File: config.mk
export PLATFORM = sky130hd
export DESIGN_NAME = button_debounce_autorepeat_top
export DESIGN_NICKNAME = d
export VERILOG_FILES = /design/src/rtl/core/bda_pkg.sv /design/src/rtl/core/button_debounce_autorepeat_top.sv /design/src/rtl/core/bda_button.sv
export SDC_FILE = /design/constraint.sdc
export NUM_CORES = 1
export LEC_CHECK = 0
export BUFFER_PORTS_ARGS = -buffer_cell sky130_fd_sc_hd__buf_2
export CAP_MARGIN = 10
export CORE_ASPECT_RATIO = 0.6
export CORE_MARGIN = 5
export CORE_UTILIZATION = 65
export DETAILED_ROUTE_END_ITERATION = 10
export PLACE_DENSITY = 0.83
export SYNTH_ARGS = -nofsm -noshare
export SYNTH_HDL_FRONTEND = slang
export SYNTH_HIERARCHICAL = 1
export SYNTH_SLANG_ARGS = --single-unit
File: constraint.sdc
create_clock -name i_clk -period 7.6 [get_ports i_clk]
set_input_delay 1.14 -clock i_clk [delete_from_list [all_inputs] [get_ports i_clk]]
set_output_delay 1.14 -clock i_clk [all_outputs]
set_load 0.02 [all_outputs]
File: src/rtl/core/bda_pkg.sv
package bda_pkg;

    localparam int NUM_BUTTONS = 3;
    localparam int RUN_WIDTH   = 16;

    localparam int DEBOUNCE_W  = 16;
    localparam int THRESH_W    = 8;
    localparam int CMP_W       = (RUN_WIDTH > DEBOUNCE_W) ? RUN_WIDTH : DEBOUNCE_W;

    localparam int CFG_IDX_W   = 2;
    localparam int CFG_DATA_W  = 16;

    localparam int S_TDATA_W   = ((NUM_BUTTONS + 7) / 8) * 8;
    localparam int M_TDATA_W   = ((2 * NUM_BUTTONS + 7) / 8) * 8;

    localparam logic [DEBOUNCE_W-1:0]  DEBOUNCE_RST = DEBOUNCE_W'(1000);
    localparam logic [THRESH_W-1:0]    THRESH_RST   = THRESH_W'(30);
    localparam logic [NUM_BUTTONS-1:0] NO_REP_RST   = NUM_BUTTONS'(4);

    typedef enum logic [CFG_IDX_W-1:0] {
        CFG_DEBOUNCE   = 2'd0,
        CFG_LONG_PRESS = 2'd1,
        CFG_NO_REPEAT  = 2'd2
    } t_cfg_idx;

    // Settings shared by every button channel
    typedef struct packed {
        logic [DEBOUNCE_W-1:0] debounce_count;
        logic [THRESH_W-1:0]   long_press_threshold;
    } t_btn_cfg;

    // Per-button update result for the current item
    typedef struct packed {
        logic fire;
        logic held;
    } t_btn_out;

endpackage

File: src/rtl/core/button_debounce_autorepeat_top.sv
// Debouncer with auto-repeat for active-low push buttons. Each input item is one
// sample of the raw lines; each gives exactly one result item with the event mask
// (bits [2:0], a press or repeat on this sample) and the debounced held flags
// (bits [5:3]). A level is accepted after debounce_count consecutive samples
// (zero acts as one); after long_press_threshold further held periods, each
// period fires a repeat event unless the button is in no_repeat_mask. The block
// takes one item every cycle unless tready is held low: an input register feeds
// one pass of per-button counter logic into a result register, which stalls
// only on tready low. Configuration is written through a plain write port while
// the block is idle; the user must keep to this, the block does not enforce it.
module button_debounce_autorepeat_top (
    input  logic                            i_clk,
    input  logic                            i_rst_n,
    input  logic                            s_axis_tvalid,
    output logic                            s_axis_tready,
    input  logic [bda_pkg::S_TDATA_W-1:0]   s_axis_tdata,   // [2:0] buttons_n
    output logic                            m_axis_tvalid,
    input  logic                            m_axis_tready,
    output logic [bda_pkg::M_TDATA_W-1:0]   m_axis_tdata,   // [2:0] event_mask, [5:3] held_flags
    input  logic                            i_cfg_wr_en,
    input  logic [bda_pkg::CFG_IDX_W-1:0]   i_cfg_index,
    input  logic [bda_pkg::CFG_DATA_W-1:0]  i_cfg_data
);
    import bda_pkg::*;

    logic [DEBOUNCE_W-1:0]  r_debounce_count;
    logic [THRESH_W-1:0]    r_long_press_threshold;
    logic [NUM_BUTTONS-1:0] r_no_repeat_mask;

    logic                   r_in_valid;
    logic [NUM_BUTTONS-1:0] r_in_lines;
    logic                   r_out_valid;
    logic [NUM_BUTTONS-1:0] r_out_events;
    logic [NUM_BUTTONS-1:0] r_out_held;

    logic                   advance;
    t_btn_cfg               btn_cfg;
    t_btn_out               btn_res [NUM_BUTTONS];
    logic [NUM_BUTTONS-1:0] n_events;
    logic [NUM_BUTTONS-1:0] n_held;

    always_ff @(posedge i_clk) begin
        if (!i_rst_n) begin
            r_debounce_count       <= DEBOUNCE_RST;
            r_long_press_threshold <= THRESH_RST;
            r_no_repeat_mask       <= NO_REP_RST;
        end else if (i_cfg_wr_en) begin
            unique case (i_cfg_index)
                CFG_DEBOUNCE:   r_debounce_count       <= i_cfg_data[DEBOUNCE_W-1:0];
                CFG_LONG_PRESS: r_long_press_threshold <= i_cfg_data[THRESH_W-1:0];
                CFG_NO_REPEAT:  r_no_repeat_mask       <= i_cfg_data[NUM_BUTTONS-1:0];
                default: ;
            endcase
        end
    end

    assign btn_cfg.debounce_count       = r_debounce_count;
    assign btn_cfg.long_press_threshold = r_long_press_threshold;

    // item moves from the input register to the result register
    assign advance       = r_in_valid && (!r_out_valid || m_axis_tready);
    assign s_axis_tready = !r_in_valid || advance;

    always_ff @(posedge i_clk) begin
        if (!i_rst_n) begin
            r_in_valid <= 1'b0;
        end else if (s_axis_tready) begin
            r_in_valid <= s_axis_tvalid;
        end
    end

    always_ff @(posedge i_clk) begin
        if (s_axis_tready && s_axis_tvalid) begin
            r_in_lines <= s_axis_tdata[NUM_BUTTONS-1:0];
        end
    end

    for (genvar g = 0; g < NUM_BUTTONS; g++) begin : g_btn
        bda_button u_btn (
            .i_clk       (i_clk),
            .i_rst_n     (i_rst_n),
            .i_advance   (advance),
            .i_line_n    (r_in_lines[g]),
            .i_no_repeat (r_no_repeat_mask[g]),
            .i_cfg       (btn_cfg),
            .o_result    (btn_res[g])
        );
        assign n_events[g] = btn_res[g].fire;
        assign n_held[g]   = btn_res[g].held;
    end

    always_ff @(posedge i_clk) begin
        if (!i_rst_n) begin
            r_out_valid <= 1'b0;
        end else if (advance) begin
            r_out_valid <= 1'b1;
        end else if (m_axis_tready) begin
            r_out_valid <= 1'b0;
        end
    end

    always_ff @(posedge i_clk) begin
        if (advance) begin
            r_out_events <= n_events;
            r_out_held   <= n_held;
        end
    end

    assign m_axis_tvalid = r_out_valid;
    assign m_axis_tdata  = M_TDATA_W'({r_out_held, r_out_events});

    // an event can only come from a button that is held after the sample
    a_event_held: assert property (@(posedge i_clk) disable iff (!i_rst_n)
        r_out_valid |-> ((r_out_events & ~r_out_held) == '0))
        else $error("event on a button that is not held");

    // empty result register never blocks the input side
    a_ready_free: assert property (@(posedge i_clk) disable iff (!i_rst_n)
        !r_out_valid |-> s_axis_tready)
        else $error("input stalled with empty result register");

    // a buffered item always reaches the result register next cycle when it is free
    a_item_moves: assert property (@(posedge i_clk) disable iff (!i_rst_n)
        (r_in_valid && !r_out_valid) |=> r_out_valid)
        else $error("item lost between input and result register");

endmodule

File: src/rtl/core/bda_button.sv
module bda_button (
    input  logic               i_clk,
    input  logic               i_rst_n,
    input  logic               i_advance,
    input  logic               i_line_n,
    input  logic               i_no_repeat,
    input  bda_pkg::t_btn_cfg  i_cfg,
    output bda_pkg::t_btn_out  o_result
);
    import bda_pkg::*;

    localparam logic [RUN_WIDTH-1:0] RUN_MAX  = '1;
    localparam logic [THRESH_W-1:0]  HOLD_MAX = '1;

    logic [RUN_WIDTH-1:0] r_press_run, n_press_run;
    logic [RUN_WIDTH-1:0] r_release_run, n_release_run;
    logic                 r_held, n_held;
    logic [THRESH_W-1:0]  r_hold, n_hold;

    logic [RUN_WIDTH-1:0] press_inc, release_inc;
    logic [THRESH_W-1:0]  hold_inc;
    logic                 press_done, release_done;
    logic                 fire;

    assign press_inc    = (r_press_run == RUN_MAX) ? RUN_MAX : r_press_run + 1'b1;
    assign release_inc  = (r_release_run == RUN_MAX) ? RUN_MAX : r_release_run + 1'b1;
    assign hold_inc     = (r_hold == HOLD_MAX) ? HOLD_MAX : r_hold + 1'b1;
    assign press_done   = CMP_W'(press_inc) >= CMP_W'(i_cfg.debounce_count);
    assign release_done = CMP_W'(release_inc) >= CMP_W'(i_cfg.debounce_count);

    always_comb begin
        n_press_run   = r_press_run;
        n_release_run = r_release_run;
        n_held        = r_held;
        n_hold        = r_hold;
        fire          = 1'b0;
        if (!i_line_n) begin
            n_press_run   = press_inc;
            n_release_run = '0;
            if (press_done) begin
                n_press_run = '0;
                if (!r_held) begin
                    n_held = 1'b1;
                    n_hold = '0;
                    fire   = 1'b1;
                end else if (!i_no_repeat) begin
                    // pin at threshold once reached, fire on that period and each one after
                    if (hold_inc >= i_cfg.long_press_threshold) begin
                        n_hold = i_cfg.long_press_threshold;
                        fire   = 1'b1;
                    end else begin
                        n_hold = hold_inc;
                    end
                end
            end
        end else begin
            n_release_run = release_inc;
            n_press_run   = '0;
            if (release_done) begin
                n_held        = 1'b0;
                n_release_run = '0;
            end
        end
    end

    assign o_result.fire = fire;
    assign o_result.held = n_held;

    always_ff @(posedge i_clk) begin
        if (!i_rst_n) begin
            r_press_run   <= '0;
            r_release_run <= '0;
            r_held        <= 1'b0;
            r_hold        <= '0;
        end else if (i_advance) begin
            r_press_run   <= n_press_run;
            r_release_run <= n_release_run;
            r_held        <= n_held;
            r_hold        <= n_hold;
        end
    end

endmodule

==> out/qor.yml <==
timing:
  rsz0062_at_grt: "no"
  worst_slack_ns: 2.66
  post-route-min-period_ns: 4.94
  relSlewSlack_pct: 28.8
  final.setup_skew_ns: 0.0142
  fin_crit_sh_pct: 64.9
  fmax_mhz: 203
  drv_slew: 0
  worst_slew_pin_slew_ns: 1.06
  setup_tns_ns: 0
  hold_violations: 0
  setup_viol: 0
floorplanning:
  die_area_um2: 21000
  core_um2: 17900
  die_y_um: 114
  start_util_pct: 65.6
  die_w_um: 184
  ios: 41
  row_count: 38
synth:
  yosysWarnings: 6
  syn_inst: 1427
  seq_area_frac_synth_pct: 28.2
  async_flop_share_pct: 0
  yosysUniqueCellTypes: 60
  ys_ff_latch: 161
  synth_edf_count: 9
  synth_area_um2: 11800
  synth_top_flop_cell: "dfxtp_1"
  syn_avg_cell_area_um2: 8.24
clock_network:
  cts_root_buf: "clkbuf_16"
  cts_sinks: 161
  cts_tree: "yes"
  hold_buffers: 0
  cts_buffer_depth: 2
  cts_resized: 0
  cts-buffers-inserted: 17
  postCtsSetupRepairBufs: 0
  clk_latency_ns: 0.45
  htreeDepth: 4
  path_clk_slew_ns: 0.08
grt:
  grt_pass1_vias: 9767
  grt_use_total_pct: 28.1
  use_met2_pct: 43.2
  grt_util_met1_pct: 40.4
  grt_pass1_wl_um: 48300
  busiest_layer: "met2"
  met3_usage_pct: 5.46
  grt-ovfl-total: 0
  grt_max_degree: 81
  antenna_found_initial: 0
worst_setup_path:
  rr_worst_depth: 13
  criticalPathCategory: "flip-flop to flip-flop"
  worstReg2RegEnd: "g_btn[1].u_btn/r_press_run[2]"
  cp_data_arrival_time_ns: 5.32
  critPathCaptureType: "flip-flop"
  reg2reg_slack_ns: 2.66
  r2r-start: "g_btn[1].u_btn/r_press_run[0]"
  startpoint: "g_btn[1].u_btn/r_press_run[0]"
  required_ns: 7.99
  path_max_fanout: 16
  start_kind: "flip-flop"
status:
  status: "finished, final reports clean"
power_and_ir_drop:
  power.density_nw_per_um2: 157
  vdd_drop_max_mv: 0.160
  cellLeakagePower_nw: 5.81
  finalPower_mw: 1.97
final_layout:
  syn2layout_area_growth_pct: 6.74
  diodes: 0
  layout-drive-gt1-share_pct: 7.12
  postLayoutCellArea_um2: 12500
  fillers: 1389
  nets: 1579
  fin_cells: 1672
hold_path:
  holdCritStartpoint: "r_no_repeat_mask[1]"
  holdPathEnd: "r_no_repeat_mask[1]"
  hp-class: "flip-flop to flip-flop"
  hold_depth: 2
routing:
  via_per_inst: 6.31
  drt_iter0_drc: 884
  ant_nets: 0
  routed_wl_um: 29200
  via_count: 10600
  drc: 0
  wire_per_inst_um: 17.5
  firstDrtPassIters: 7
flow_run:
  maxCapViolCount: 0
placed_design:
  dpl_cell_area_um2: 11900
  gp_congestion: 0.922
  dpl.cell_count: 1640
  io_buffers: 33
  preCtsSetupSlack_ns: 2.88
  dpl.hpwl_um: 21200
where the power goes:
part | internal [mW] | total, mW | switching [mW]
Clock | 0.535 | 0.944 | 0.410
Combinational | 0.0492 | 0.137 | 0.0881
Sequential | 0.865 | 0.887 | 0.0226
Total | 1.45 | 1.97 | 0.520
how the worst max path moves through the flow:
stage                                                 to  slack, ns
after floorplan            g_btn[0].u_btn/r_press_run[0]       3.97
after global placement     g_btn[1].u_btn/r_press_run[1]       2.94
after detailed placement  g_btn[1].u_btn/r_press_run[12]       2.88
after CTS                  g_btn[1].u_btn/r_press_run[2]       2.84
after global routing       g_btn[1].u_btn/r_press_run[0]       2.46
final                      g_btn[1].u_btn/r_press_run[2]       2.66
layout by cell type, fill, tap and decap left out, types with 18 or more instances in the layout:
| cell type | instances |
|---|---|
| a21oi_1 | 58 |
| buf_2 | 33 |
| a22o_1 | 60 |
| nand2b_1 | 27 |
| nand2_1 | 194 |
| o21ai_0 | 51 |
| xor2_1 | 30 |
| nand3_1 | 84 |
| and3_1 | 18 |
| mux2i_1 | 50 |
| inv_1 | 104 |
| nand4_1 | 21 |
| and4_1 | 24 |
| xnor2_1 | 24 |
| nor3_1 | 36 |
| a31oi_1 | 24 |
| nor2_1 | 75 |
| dfxtp_1 | 152 |
| ha_1 | 129 |
sequential cells by signal (all words and copies together), names as in the netlist, 8 cells and up:
name                       cells
r_long_press_threshold         8
r_debounce_count              16
g_btn.u_btn/r_release_run     48
g_btn.u_btn/r_hold            24
g_btn.u_btn/r_press_run       48
cells in the mapped netlist, types with 27 or more instances:
cell type / count / area share [%]
a21oi_1: 58 / 2.5
ha_1: 129 / 14
clkbuf_1: 39 / 1.2
o21ai_0: 51 / 2.2
nor3_1: 36 / 1.5
nand2_1: 194 / 6.2
dfxtp_1: 152 / 26
nand2b_1: 27 / 1.4
a22o_1: 60 / 4.5
nor2_1: 75 / 2.4
nand3_1: 84 / 3.6
mux2i_1: 50 / 4.3
xor2_1: 30 / 2.2
inv_1: 104 / 3.3
cells by family (layout without fill, tap and decap cells):
kind of cell / count (synthesis) / count (layout) / synth area share, %
other cells: 1 / 2 / 0.0319
xor+xnor: 54 / 54 / 4.02
compound gates: 304 / 304 / 18.8
buf+inv: 170 / 174 / 6.40
simple gates: 552 / 552 / 24.0
mux: 56 / 56 / 4.83
flops: 161 / 161 / 28.2
fa+ha+maj: 129 / 129 / 13.7
worst max-delay path: stages, from the launching register on:
cell and delay [ns]:
dfxtp_1 0.42, ha_1 0.21, nand3_1 0.17, or3_1 0.47, or3_4 0.51, nand2_1 0.12, inv_1 0.05, ha_1 0.25
nand2b_1 0.14, a2111oi_0 0.77, nand3b_1 0.19, and3_1 0.36, nor3b_2 0.92, a22o_1 0.27
area by class of cell:
class / instances / area (um2) / share of cell area [%]
clock buffer: 17 / 425 / 3.39
multi-input combinational: 1097 / 7700 / 61.4
inverter: 104 / 390 / 3.11
sequential: 161 / 3310 / 26.4
clock inverter: 15 / 214 / 1.71
tap: 240 / 300 / 2.39
timing repair buffer: 38 / 203 / 1.62
routing by layer:
layer / share of wire (%) / wire length [um]
met1: 46 / 13600
met2: 44 / 12700
met3: 8.2 / 2400
met4: 1.8 / 538
met5: 0 / 0
metrics by stage:
step / hold slack, ns / util [%]
after global routing: 0.501 / 70.0
after detailed placement: 0.467 / 66.4
final: 0.479 / 70.0
after global placement: 0.461 / 66.4
after CTS: 0.476 / 70.0
after floorplan: 0.448 / -
No activity file was read; power rests on OpenSTA's default activity.
